$ cat config.mk
export PLATFORM = sky130hd
export DESIGN_NAME = lapy_gain
export DESIGN_NICKNAME = d
export VERILOG_FILES = /design/src/hw/rtl/lapy_pkg.sv /design/src/hw/rtl/lapy_gain.sv
export SDC_FILE = /design/constraint.sdc
export NUM_CORES = 2
export LEC_CHECK = 0
export BUFFER_PORTS_ARGS = -buffer_cell sky130_fd_sc_hd__buf_2
export CAP_MARGIN = 20
export CORE_MARGIN = 2
export CORE_UTILIZATION = 55
export CTS_BUF_LIST = sky130_fd_sc_hd__clkbuf_4 sky130_fd_sc_hd__clkbuf_8
export DETAILED_ROUTE_END_ITERATION = 8
export PLACE_DENSITY = 0.86
export SYNTH_ARGS = -nofsm -noshare
export SYNTH_HDL_FRONTEND = slang
export SYNTH_SLANG_ARGS = --single-unit
$ cat constraint.sdc
create_clock -name clock -period 17.8 [get_ports clock]
set_input_delay 1.78 -clock clock [delete_from_list [all_inputs] [get_ports clock]]
set_output_delay 1.78 -clock clock [all_outputs]
set_load 0.01 [all_outputs]
$ cat src/hw/rtl/lapy_pkg.sv
`default_nettype none
package lapy_pkg;

   localparam int CORDIC_STAGES_DEF = 16;
   localparam int DATA_W = 56;
   localparam int ANGLE_W = 35;
   localparam int PRESCALE = 20;
   localparam logic [29:0] INV_GAIN = 30'd652032874;
   localparam logic signed [ANGLE_W-1:0] PI_Q30 = 35'sd3373259426;
   localparam logic signed [ANGLE_W-1:0] HALF_PI_Q30 = 35'sd1686629713;

   typedef struct packed {
      logic signed [31:0] object_x;
      logic signed [31:0] object_y;
      logic signed [31:0] object_z;
      logic signed [31:0] target_x;
      logic signed [31:0] target_y;
      logic signed [31:0] target_z;
   } req_type;

   typedef struct packed {
      logic signed [15:0] pitch_angle;
      logic signed [15:0] yaw_angle;
      logic               updated;
   } rsp_type;

   typedef struct packed {
      logic all_zero;
      logic dy_zero;
      logic dy_neg;
      logic dx_zero;
      logic dx_neg;
      logic dz_zero;
      logic dz_neg;
   } flags_type;

   typedef struct packed {
      logic signed [DATA_W-1:0]  x;
      logic signed [DATA_W-1:0]  y;
      logic signed [ANGLE_W-1:0] z;
      logic signed [ANGLE_W-1:0] base;
      logic signed [DATA_W-1:0]  dy_s;
      flags_type                 flags;
   } lane_type;

   // atan(2^-i) in Q0.30, fraction dropped
   function automatic logic [29:0] atan_q30(input int idx);
      logic [29:0] v;
      case (idx)
         0:  v = 30'd843314856;
         1:  v = 30'd497837829;
         2:  v = 30'd263043836;
         3:  v = 30'd133525158;
         4:  v = 30'd67021686;
         5:  v = 30'd33543515;
         6:  v = 30'd16775850;
         7:  v = 30'd8388437;
         8:  v = 30'd4194282;
         9:  v = 30'd2097149;
         10: v = 30'd1048575;
         11: v = 30'd524287;
         12: v = 30'd262143;
         13: v = 30'd131071;
         14: v = 30'd65535;
         15: v = 30'd32767;
         16: v = 30'd16383;
         17: v = 30'd8191;
         18: v = 30'd4095;
         19: v = 30'd2047;
         20: v = 30'd1023;
         21: v = 30'd511;
         22: v = 30'd255;
         23: v = 30'd127;
         24: v = 30'd63;
         25: v = 30'd31;
         26: v = 30'd15;
         27: v = 30'd7;
         28: v = 30'd3;
         29: v = 30'd1;
         default: v = 30'd0;
      endcase
      return v;
   endfunction

endpackage
`default_nettype wire

$ cat src/hw/rtl/lapy_gain.sv
`default_nettype none
module lapy_gain (
   input  wire                logic clock,
   input  wire                logic reset,
   input  wire                logic in_valid,
   input  wire lapy_pkg::lane_type in_lane,
   output logic               in_stall,
   output logic               out_valid,
   output lapy_pkg::lane_type out_lane,
   input  wire                logic out_stall
);

   localparam int W = lapy_pkg::DATA_W;

   logic               a_valid_ff;
   logic               b_valid_ff;
   logic               a_stall;
   logic               b_stall;
   logic [W-1:0]       hi_prod_ff;
   logic [59:0]        lo_prod_ff;
   lapy_pkg::lane_type a_lane_ff;
   lapy_pkg::lane_type a_lane_in;
   lapy_pkg::lane_type b_lane_ff;
   lapy_pkg::lane_type b_lane_in;
   logic [W-1:0]       h;

   assign b_stall   = b_valid_ff && out_stall;
   assign a_stall   = a_valid_ff && b_stall;
   assign in_stall  = a_stall;
   assign out_valid = b_valid_ff;
   assign out_lane  = b_lane_ff;

   // keep the yaw angle aside as base
   always_comb begin
      a_lane_in      = in_lane;
      a_lane_in.base = in_lane.z;
   end

   // sum partial products; load pitch rotation (x = h, y = dy, angle of yaw kept)
   always_comb begin
      h = hi_prod_ff + {{(W-30){1'b0}}, lo_prod_ff[59:30]};
      b_lane_in   = a_lane_ff;
      b_lane_in.x = signed'(h);
      b_lane_in.y = a_lane_ff.dy_s;
      b_lane_in.z = '0;
   end

   always_ff @(posedge clock) begin
      if (reset) begin
         a_valid_ff <= 1'b0;
         b_valid_ff <= 1'b0;
      end else begin
         if (!a_stall) begin
            a_valid_ff <= in_valid;
         end
         if (!b_stall) begin
            b_valid_ff <= a_valid_ff;
         end
      end
   end

   always_ff @(posedge clock) begin
      if (!a_stall && in_valid) begin
         hi_prod_ff  <= W'(in_lane.x[W-1:30] * lapy_pkg::INV_GAIN);
         lo_prod_ff  <= in_lane.x[29:0] * lapy_pkg::INV_GAIN;
         a_lane_ff   <= a_lane_in;
      end
      if (!b_stall && a_valid_ff) begin
         b_lane_ff <= b_lane_in;
      end
   end

endmodule
`default_nettype wire

==> results by group <==
Worst setup path
  – Critical path's largest stage delay: 0.56 ns
  – Slowest cell on crit path: a211oi_1
  – CP dominant cell by count: fa_1
  – Required time of the critical path: 18.17 ns
  – Critical path launch point type: primary input
  – Max FO, Critical Path: 6
  – Arr. time, crit path: 9.55 ns
  – Setup CP Type: primary input to flip-flop
  – CP endpoint kind: flip-flop

Final layout
  – Most common cell after layout, fill and taps aside: inv_1
  – Fill cells: 5,962
  – Most frequent cells in the layout: inv_1, fa_1, ha_1
  – Area grow syn2layout: 8.38%
  – Share of post-route cells with drive strength above 1: 11.7%
  – FF+latch area: 10,200 um2
  – NumNets Final: 5,737
  – Multi-input logic area: 28,300 um2

Clock tree
  – CTS max path bufs: 3
  – CTS tree: done
  – Reg clk slew, reported paths: 0.06 ns
  – H-tree depth: 2
  – # Post-CTS Setup Buffers: 0
  – TritonCTS Buffers: 56
  – Clk Latency, worst-skew pair: 0.65 ns
  – Hold Buf Count CTS: 0
  – Clock sinks: 339
  – CTS resizes: 0
  – Root buffer cell: clkbuf_8

Routing
  – DR DRC count: 0
  – Vias per cell: 5.35
  – Via count: 27,862
  – Post-route ant nets: 0
  – Detailed Routing Iterations Pass 1: 6
  – Number of DRC markers in iteration 0: 1,759
  – Routed wire per std cell: 20.0 um
  – Post-Route WL: 104,000 um

Synth
  – Number of synthesis warnings: 0
  – Syn Inst Count: 3,781
  – FF+latch count, synth: 339
  – Mapped cell area: 43,300 um2
  – Post-synthesis cell type count: 72
  – Post-synth top area share: 34.9%
  – Asr flop ratio synth: 0%
  – Post-synthesis sequential area ratio: 23.5%
  – Number of synthesized flops with an enable pin: 337
  – Syn_area_per_cell: 11.4 um2
  – Main synth FF type: edfxtp_1
  – Synth top area cells: fa_1, edfxtp_1, ha_1, inv_1, xnor2_1
  – Largest area contributor in the netlist: fa_1

STA
  – Setup violators final: 0
  – Post-route setup slack: 8.63 ns
  – RSZ-0062 raised after global routing: no
  – Setup Skew: 0.0435 ns
  – Fin. Hold Viols: 0
  – Post-route setup TNS: 0 ns
  – Final worst-path cycle share: 51.5%
  – Maximum clock rate: 0.109 GHz
  – Slew Limit Fails: 0
  – Final worst path period need: 9.17 ns
  – Rel. slew slack: 29.4%
  – Tightest Pin Transition: 1.06 ns

Global route
  – Antenna violations before repair: 1
  – Largest net degree at the start of global routing: 79
  – Vias in the first global route: 30,095
  – Met1 Use GR: 34.6%
  – Met3 GRT Util: 5.42%
  – GR Util met2: 44.0%
  – First-pass GRT wire length: 164,000 um
  – Total gr overflow: 0
  – Gr busiest metal: met2
  – GRT Overall Usage: 26.6%

Placement
  – HPWL after DPL: 90,300 um
  – Port Buffers: 369
  – Place WS: 8.10 ns
  – Gpl congestion: 0.986

Floorplanning
  – Die area: 80,900 um2
  – Die width: 284 um
  – Die H: 284 um
  – Row cnt: 102
  – Initial Util: 55.7%
  – I/O pin cnt: 496
  – Core Area: 77,700 um2

Status
  – Status: finished, final reports clean

Job
  – Maxcap violations: 0

Worst hold path
  – Hold Crit Class: flip-flop to flip-flop
-- registers in the layout, indices dropped and copies added (netlist names) --
| name | count |
|---|---|
| out_valid | 1 |
| a_valid_ff | 1 |
| lo_prod_ff | 30 |
| out_lane | 154 |
| a_lane_ff | 98 |
| hi_prod_ff | 55 |
-- metal layers --
layer	up-vias	wire [um]
met5	-	0
met4	0	4430
met3	236	8610
met2	1206	50300
met1	13898	40600
li1	12522	-
-- Yosys cell counts, drive strengths merged, types with 3 or more instances --
library cell,n
a2111oi,3
a211oi,14
a21boi,6
a21o,62
a21oi,137
a221oi,8
a31oi,14
a41oi,4
and2,6
and3,18
and4,5
buf,104
clkbuf,23
edfxtp,337
fa,755
ha,614
inv,1089
nand2,82
nand2b,16
nand3,39
nand4,34
nor2,72
nor2b,19
nor3,18
nor3b,3
nor4,4
o2111ai,7
o211ai,10
o21a,10
o21ai,73
o21bai,17
o31a,4
or2,5
or3,4
xnor2,79
xor2,51
-- through the flow --
step                hold WS (ns)  util, %  std cells  cell area, um2
finish                     0.417     60.3       5205           46900
global route               0.424     60.3       5205           46900
CTS                        0.416     60.3       5204           46900
detailed placement         0.405     58.9       5101           45800
global placement           0.400     58.9       5101           45800
floorplan                  0.400        -       3815           43400
-- worst max-delay path, delay by kind of cell --
family	cells	cell delay, ns
XOR/XNOR	1	0.11
buffers and inverters	7	0.85
AO/OA/AOI/OAI	9	2.50
adder cells (fa/ha/maj)	9	4.32
-- logic make-up (layout without fill, tap and decap cells) --
family,Yosys count,in the layout,synth area share [%]
xor+xnor,130,130,2.63
mux,2,2,0.0463
compound gates,389,389,5.87
simple gates,335,335,3.91
buf+inv,1216,1565,11.4
other cells,1,36,0.00867
fa+ha+maj,1369,1369,52.7
flops,339,339,23.5
-- area by class of cell --
class,instances,share of cell area (%)
Clock buffer,73,1.92
Inverter,1089,8.72
Multi-Input combinational cell,2260,60.4
Antenna cell,1,0.00534
Timing Repair Buffer,373,4.00
Sequential cell,339,21.7
Tap cell,1040,2.77
Clock inverter,30,0.502
-- path summary, 6_finish.rpt --
path	startpoint	end	slack [ns]	cells after the start
setup / recovery	in_lane[197]	lo_prod_ff[59]	8.63	26
hold / removal	a_lane_ff[55]	out_lane[55]	0.42	0
setup reg to reg	hi_prod_ff[1]	out_lane[238]	14.16	13
hold reg to reg	a_lane_ff[55]	out_lane[55]	0.42	0
Power is not shown: default switching activity piles up to over one toggle a cycle in this logic, so the estimate is an artifact.
