`config.mk`:
```
export PLATFORM = sky130hd
export DESIGN_NAME = lapy_cell
export DESIGN_NICKNAME = d
export VERILOG_FILES = /design/src/hw/rtl/lapy_pkg.sv /design/src/hw/rtl/lapy_cell.sv
export SDC_FILE = /design/constraint.sdc
export NUM_CORES = 1
export LEC_CHECK = 0
export BUFFER_PORTS_ARGS = -buffer_cell sky130_fd_sc_hd__buf_2
export CELL_PAD_IN_SITES_DETAIL_PLACEMENT = 0
export CELL_PAD_IN_SITES_GLOBAL_PLACEMENT = 1
export CORE_ASPECT_RATIO = 1.25
export CORE_MARGIN = 1.5
export CORE_UTILIZATION = 30
export DETAILED_ROUTE_END_ITERATION = 10
export GPL_TIMING_DRIVEN = 0
export PLACE_DENSITY = 0.73
export SLEW_MARGIN = 20
export SYNTH_ARGS = -nofsm -noshare
export SYNTH_HDL_FRONTEND = slang
export SYNTH_SLANG_ARGS = --single-unit
```
`constraint.sdc`:
```
create_clock -name clock -period 14.7 [get_ports clock]
set_input_delay 1.47 -clock clock [delete_from_list [all_inputs] [get_ports clock]]
set_output_delay 1.47 -clock clock [all_outputs]
set_load 0.05 [all_outputs]
```
`src/hw/rtl/lapy_pkg.sv`:
```
`default_nettype none
package lapy_pkg;

   localparam int CORDIC_STAGES_DEF = 16;
   localparam int DATA_W = 56;
   localparam int ANGLE_W = 35;
   localparam int PRESCALE = 20;
   localparam logic [29:0] INV_GAIN = 30'd652032874;
   localparam logic signed [ANGLE_W-1:0] PI_Q30 = 35'sd3373259426;
   localparam logic signed [ANGLE_W-1:0] HALF_PI_Q30 = 35'sd1686629713;

   typedef struct packed {
      logic signed [31:0] object_x;
      logic signed [31:0] object_y;
      logic signed [31:0] object_z;
      logic signed [31:0] target_x;
      logic signed [31:0] target_y;
      logic signed [31:0] target_z;
   } req_type;

   typedef struct packed {
      logic signed [15:0] pitch_angle;
      logic signed [15:0] yaw_angle;
      logic               updated;
   } rsp_type;

   typedef struct packed {
      logic all_zero;
      logic dy_zero;
      logic dy_neg;
      logic dx_zero;
      logic dx_neg;
      logic dz_zero;
      logic dz_neg;
   } flags_type;

   typedef struct packed {
      logic signed [DATA_W-1:0]  x;
      logic signed [DATA_W-1:0]  y;
      logic signed [ANGLE_W-1:0] z;
      logic signed [ANGLE_W-1:0] base;
      logic signed [DATA_W-1:0]  dy_s;
      flags_type                 flags;
   } lane_type;

   // atan(2^-i) in Q0.30, fraction dropped
   function automatic logic [29:0] atan_q30(input int idx);
      logic [29:0] v;
      case (idx)
         0:  v = 30'd843314856;
         1:  v = 30'd497837829;
         2:  v = 30'd263043836;
         3:  v = 30'd133525158;
         4:  v = 30'd67021686;
         5:  v = 30'd33543515;
         6:  v = 30'd16775850;
         7:  v = 30'd8388437;
         8:  v = 30'd4194282;
         9:  v = 30'd2097149;
         10: v = 30'd1048575;
         11: v = 30'd524287;
         12: v = 30'd262143;
         13: v = 30'd131071;
         14: v = 30'd65535;
         15: v = 30'd32767;
         16: v = 30'd16383;
         17: v = 30'd8191;
         18: v = 30'd4095;
         19: v = 30'd2047;
         20: v = 30'd1023;
         21: v = 30'd511;
         22: v = 30'd255;
         23: v = 30'd127;
         24: v = 30'd63;
         25: v = 30'd31;
         26: v = 30'd15;
         27: v = 30'd7;
         28: v = 30'd3;
         29: v = 30'd1;
         default: v = 30'd0;
      endcase
      return v;
   endfunction

endpackage
`default_nettype wire

```
`src/hw/rtl/lapy_cell.sv`:
```
`default_nettype none
module lapy_cell #(
   parameter int SHIFT = 0
) (
   input  wire                logic clock,
   input  wire                logic reset,
   input  wire                logic in_valid,
   input  wire lapy_pkg::lane_type in_lane,
   output logic               in_stall,
   output logic               out_valid,
   output lapy_pkg::lane_type out_lane,
   input  wire                logic out_stall
);

   localparam logic signed [lapy_pkg::ANGLE_W-1:0] ATAN =
      signed'({{(lapy_pkg::ANGLE_W-30){1'b0}}, lapy_pkg::atan_q30(SHIFT)});

   logic               valid_ff;
   lapy_pkg::lane_type lane_ff;
   lapy_pkg::lane_type lane_in;
   logic signed [lapy_pkg::DATA_W-1:0] xs;
   logic signed [lapy_pkg::DATA_W-1:0] ys;

   // one vectoring micro-rotation: drive y toward zero
   always_comb begin
      xs = in_lane.x >>> SHIFT;
      ys = in_lane.y >>> SHIFT;
      lane_in = in_lane;
      if (!in_lane.y[lapy_pkg::DATA_W-1]) begin
         lane_in.x = in_lane.x + ys;
         lane_in.y = in_lane.y - xs;
         lane_in.z = in_lane.z + ATAN;
      end else begin
         lane_in.x = in_lane.x - ys;
         lane_in.y = in_lane.y + xs;
         lane_in.z = in_lane.z - ATAN;
      end
   end

   assign in_stall  = valid_ff && out_stall;
   assign out_valid = valid_ff;
   assign out_lane  = lane_ff;

   always_ff @(posedge clock) begin
      if (reset) begin
         valid_ff <= 1'b0;
      end else if (!in_stall) begin
         valid_ff <= in_valid;
      end
   end

   always_ff @(posedge clock) begin
      if (!in_stall && in_valid) begin
         lane_ff <= lane_in;
      end
   end

endmodule
`default_nettype wire

```
==> results.yml, run 1 <==
outcome:
  run_status: "completed"
clock_network:
  cts_root_buffer: "clkbuf_16"
  cts-htree-levels: 1
  ctsHoldBuffers: 0
  clk_path_buf_depth: 3
  cts.sinks: 245
  cts_made_buffers: 29
  clkLatencyLatePin_ns: 0.59
  post-cts-setup-buffer-count: 0
  tritoncts: "yes"
  cts_resized: 0
  clk_transition_reported_paths_ns: 0.06
floorplan:
  core_area_sq_um: 64410
  start_util_pct: 30.38
  die_area_sq_um: 66780
  die_h_microns: 288.5
  die_width_microns: 231.4
  ios: 496
  rows: 104
route:
  drtIter0Drc: 1445
  drtPass1Iterations: 6
  route.detailed.drc: 0
  wl_per_cell_microns: 24.01
  drt-total-wl_microns: 84440
  vias: 18730
  antenna_left: 0
  viasPerCell: 5.327
sta:
  slew-limit-headroom_pct: 20.07
  worst_pin_slew_ns: 1.199
  rsz0062_at_grt: "false"
  fin_crit_sh_pct: 41.55
  setup_slack_ns: 8.593
  setup_viol: 0
  fin_crit_ns: 6.107
  slew_violations: 0
  skew_ns: 0.01720
  final_hold_viol_count: 0
  fmax_ghz: 0.1637
synth:
  syn_area_per_cell_sq_um: 9.300
  ys_types: 91
  syn_area_sq_um: 19570
  synth-edff-count: 244
  synthAdderAreaFrac_pct: 13.90
  muxShareOfSynthArea_pct: 2.008
  synth_common_cells: "a21oi_1, edfxtp_1, ha_1"
  ys_seq_area_share_pct: 37.55
  yosysTopAreaCell: "edfxtp_1"
  ys_async_sr_fraction_pct: 0
  yosysTopAreaCellShare_pct: 37.44
  yosysMostFrequentCell: "a21oi_1"
  ys_top_cells_by_area: "edfxtp_1, ha_1, a21oi_1"
  synth_nets: 2568
  synth_xor_xnor_area_share_pct: 6.043
  synthCells: 2104
  synthFlopType: "edfxtp_1"
  synth-compound-area-share_pct: 23.26
  yosys_register_bits: 245
  synth_simple_gate_area_share_pct: 11.57
  yosysWarningCount: 0
  synth_top_family_by_area: "compound AO/OA/AOI/OAI gates"
global_route:
  gr-total-overflow: 0
  use_met3_pct: 5.184
  grt_pass1_wl_microns: 119600
  met1_usage_pct: 26.19
  grt_pass1_vias: 18660
  busiest_layer: "met2"
  grt_antenna_before_repair: 20
  globalRouteMet2Util_pct: 44.70
  grtUsageTotal_pct: 24.10
  grt_max_degree: 32
worst_setup_path:
  worst_ep_required_time_ns: 15.04
  cp_num_buf_inv: 6
  cp-start-kind: "primary input"
  cp_common_cell: "o21ai_0"
  critPathMaxStageDelay_ns: 0.56
  cp-end-kind: "flop"
  crit_fanout: 18
  cpMaxStageDelayCell: "o21ai_0"
  worstPathArrival_ns: 6.44
  worstPathCellList: "buf_2, clkbuf_1, inv_1, clkbuf_1, clkbuf_2, buf_16, ha_1, nor2b_1, o21ai_0, a21boi_0, o31ai_1, a211oi_1, o31a_1, o21ai_0, o21ai_0, a21oi_1, xnor2_1"
  worstSetupPathType: "in2reg"
  cp_top_family: "compound AO/OA/AOI/OAI gates"
final_layout:
  area_growth_pct: 24.20
  nFillCells: 6659
  fin_cells: 3517
  nets: 3104
  drive_gt1_share_pct: 22.99
placed_design:
  dp.cells: 3457
  dp_hpwl_microns: 69640
  port_buffers: 495
  place_congestion: 0.9549
  pre_cts_slack_ns: 8.034
job:
  drv_cap: 0
power_and_ir_drop:
  finalPower_w: 0.002642
  p_per_area_nw_per_um2: 108.7
  vdd_drop_max_mv: 0.07728
  leakage_nw: 10.62
worst_hold_path:
  hold_path.class: "reg2reg"
logic make-up (layout without fill, tap and decap cells):
logic type | Yosys count | in the layout
compound gates | 717 | 717
xor+xnor | 135 | 135
fa+ha+maj | 215 | 215
buf+inv | 280 | 838
flops | 245 | 245
mux | 39 | 39
other cells | 0 | 7
simple gates | 473 | 473
where the power goes:
group	internal (W)	switching [W]	total, W
Sequential	0.000873	0.0000227	0.000896
Combinational	0.000286	0.000737	0.00102
Clock	0.000416	0.000307	0.000723
per-layer routing:
metal	vias to the layer above	wire length (microns)
met1	8953	31340
met2	829	43060
met5	-	121
met3	176	6188
met4	18	3731
li1	8758	-
worst paths after layout:
check	start	endpoint	slack [ns]	cells after the start
worst min register to register	out_valid	out_valid	0.67	3
worst max-delay path	in_lane[188]	out_lane[127]	8.59	17
worst max register to register	out_valid	out_lane[103]	12.44	6
worst min-delay path	out_valid	out_valid	0.67	3
cell usage in the layout, fill, tap and decap left out, types with 7 or more instances in the layout:
cell	netlist	final
buf_1	17	15
mux2i_1	37	37
nor2_1	157	157
or3_1	14	14
buf_2	10	505
a21oi_1	266	266
a31oi_1	18	18
inv_1	184	184
o211ai_1	13	13
ha_1	211	211
xnor2_1	122	122
o21ai_0	137	137
nor2b_1	16	15
nand4_1	30	30
a21o_1	53	53
o31a_1	7	7
and3_1	9	9
clkbuf_16	0	29
o22ai_1	7	7
nand2b_1	23	23
o21bai_1	50	50
a211o_1	7	7
nor4_1	18	17
a21boi_0	7	7
edfxtp_1	244	244
a211oi_1	22	22
o31ai_1	30	30
buf_12	0	7
o2111ai_1	7	7
nor3_1	37	37
nand2_1	108	108
o21a_1	20	20
clkbuf_1	51	54
diode_2	0	7
xor2_1	13	13
nand3_1	34	34
clkinv_1	8	12
worst reg2reg max path, stage by stage (launching register included):
cell     delay [ns]
dfxtp_1        0.31
and2_1         0.18
nor2b_4        0.54
buf_12         0.27
buf_16         0.20
buf_12         0.21
buf_12         0.23
metrics by stage:
stage          hold WS, ns  utilization [%]  setup TNS (ns)  area, sq um
2_1_floorplan        1.090                -               0        19570
3_5_place_dp        0.6658            36.24               0        23340
5_1_grt             0.7340            37.72               0        24300
3_3_place_gp        0.6145            35.87         -685.36        23110
6_report            0.6745            37.73               0        24300
4_1_cts             0.6794            37.70               0        24280
flip-flops by register name (all words and copies together), names as in the netlist:
register	count
out_lane	244
out_valid	1
final cells by class:
cell class | instances | area [sq um] | area share, %
tap | 848 | 1061 | 4.366
sequential | 245 | 7347 | 30.23
clock inverter | 19 | 193.9 | 0.7980
timing repair buffer | 505 | 2700 | 11.11
multi-input combinational | 1579 | 11120 | 45.77
antenna | 7 | 17.52 | 0.07208
buffer | 84 | 366.6 | 1.508
inverter | 196 | 748.2 | 3.079
clock buffer | 34 | 744.5 | 3.063
No activity file was read; power rests on OpenSTA's default activity.
==> run 2, diff against run 1 <==
--- a/config.mk
+++ b/config.mk
@@ -13,7 +13,7 @@
 export CORE_UTILIZATION = 30
 export DETAILED_ROUTE_END_ITERATION = 10
 export GPL_TIMING_DRIVEN = 0
-export PLACE_DENSITY = 0.73
+export PLACE_DENSITY = 0.75
 export SLEW_MARGIN = 20
 export SYNTH_ARGS = -nofsm -noshare
 export SYNTH_HDL_FRONTEND = slang
==> constraint.sdc (replaced) <==
create_clock -name clock -period 5.6 [get_ports clock]
set_input_delay 0.56 -clock clock [delete_from_list [all_inputs] [get_ports clock]]
set_output_delay 0.56 -clock clock [all_outputs]
set_load 0.05 [all_outputs]
==> results.yml, run 2 (same netlist as run 1, synthesis figures left out) <==
power_and_ir_drop:
  finalPower_w: 0.006812
  p_per_area_nw_per_um2: 281.4
  leakage_nw: 10.58
  vdd_drop_max_mv: 0.2114
clock_network:
  tritoncts: "yes"
  post-cts-setup-buffer-count: 0
  cts_root_buffer: "clkbuf_16"
  clk_transition_reported_paths_ns: 0.07
  cts-htree-levels: 1
  clkLatencyLatePin_ns: 0.58
  clk_path_buf_depth: 3
  ctsHoldBuffers: 0
  cts_resized: 0
  cts.sinks: 245
  cts_made_buffers: 28
sta:
  worst_pin_slew_ns: 1.224
  fin_crit_ns: 5.104
  final_hold_viol_count: 0
  slew-limit-headroom_pct: 18.39
  skew_ns: 0.01179
  setup_viol: 0
  fin_crit_sh_pct: 91.14
  holdWs_ns: 0.1381
  slew_violations: 0
  fmax_ghz: 0.1959
  setup_slack_ns: 0.4960
  rsz0062_at_grt: "false"
worst_setup_path:
  critPathMaxStageDelay_ns: 0.57
  worstPathCellList: "buf_2, clkbuf_1, inv_1, clkbuf_1, clkbuf_2, buf_12, ha_1, nor2b_1, o21ai_0, a21boi_0, o31ai_1, a211oi_1, o31a_1, o21ai_0, o21ai_0, a21oi_1, xnor2_1"
  cp_num_buf_inv: 6
  crit_fanout: 20
  cpMaxStageDelayCell: "o21ai_0"
  cp_common_cell: "o21ai_0"
  critPathLaunch: "in_lane[188]"
  reg2reg_from: "out_valid"
  worst_ep_required_time_ns: 5.93
  worstPathArrival_ns: 5.43
  cp-start-kind: "primary input"
  reg2reg_slack_ns: 3.14
  cp-end-kind: "flop"
  cp_top_family: "compound AO/OA/AOI/OAI gates"
  worstSetupPathType: "in2reg"
final_layout:
  largest_register_ffs: 244
  final_cell_mix: "buf_2, a21oi_1, edfxtp_1"
  area_growth_pct: 23.74
  nets: 3103
  layout_commonest_cell: "buf_2"
  drive_gt1_share_pct: 22.96
  design_area_sq_um: 24210
global_route:
  gr-total-overflow: 0
  grt_pass1_vias: 18580
  grt_antenna_before_repair: 9
  grtUsageTotal_pct: 24.06
  grt_pass1_wl_microns: 120100
  grt_max_degree: 32
worst_hold_path:
  worstHoldStart: "reset"
  hold_path.class: "in2reg"
placed_design:
  pre_cts_slack_ns: -0.005850
  place_congestion: 0.9577
  port_buffers: 495
  dp_hpwl_microns: 69660
  placed_area_sq_um: 23320
route:
  antenna_left: 0
  viasPerCell: 5.349
  vias: 18790
  wl_per_cell_microns: 24.04
  drtPass1Iterations: 6
  route.detailed.drc: 0
  drt-total-wl_microns: 84460
  drtIter0Drc: 1587
floorplan:
  rows: 104
  die_width_microns: 231.4
  start_util_pct: 30.38
  core_area_sq_um: 64410
  die_area_sq_um: 66780
  ios: 496
  die_h_microns: 288.5
outcome:
  run_status: "completed"
job:
  drv_cap: 0
-- run 2: report_power, final --
| part | switching, W | leakage [nW] | total [W] | internal, W |
|---|---|---|---|---|
| sequential | 0.0000535 | 2.37 | 0.00234 | 0.00229 |
| combinational | 0.00194 | 7.78 | 0.00269 | 0.000750 |
| clock | 0.000812 | 0.430 | 0.00177 | 0.000962 |
-- run 2: per-stage QoR --
step	TNS (ns)	utilization [%]	cells
2_1_floorplan	0	-	2104
5_1_grt	0	37.57	3509
4_1_cts	0	37.57	3509
3_3_place_gp	-194.12	35.88	3447
3_5_place_dp	-0.005850	36.21	3457
6_report	0	37.59	3513
-- run 2: worst paths after layout --
kind	to	cells past startpoint
worst min register to register	out_valid	3
worst max-delay path	out_lane[127]	17
worst min-delay path	out_valid	2
worst max register to register	out_lane[22]	7
-- run 2: final cells by class --
class / instances / area, sq um
fill: 6669 / 40200
multi-input combinational: 1579 / 11120
sequential: 245 / 7347
timing repair buffer: 505 / 2685
tap: 848 / 1061
inverter: 196 / 748.2
clock buffer: 32 / 737.0
buffer: 84 / 364.1
clock inverter: 20 / 141.4
antenna: 4 / 10.01
-- run 2: routing by layer --
layer  global-route usage (%)  part of all wire, %  up-vias
met2                    44.93                   51      844
met1                    27.10                   38     9046
met5                        0                0.015        -
li1                         -                    -     8752
met4                    9.118                  4.0        2
met3                    4.019                  6.9      147
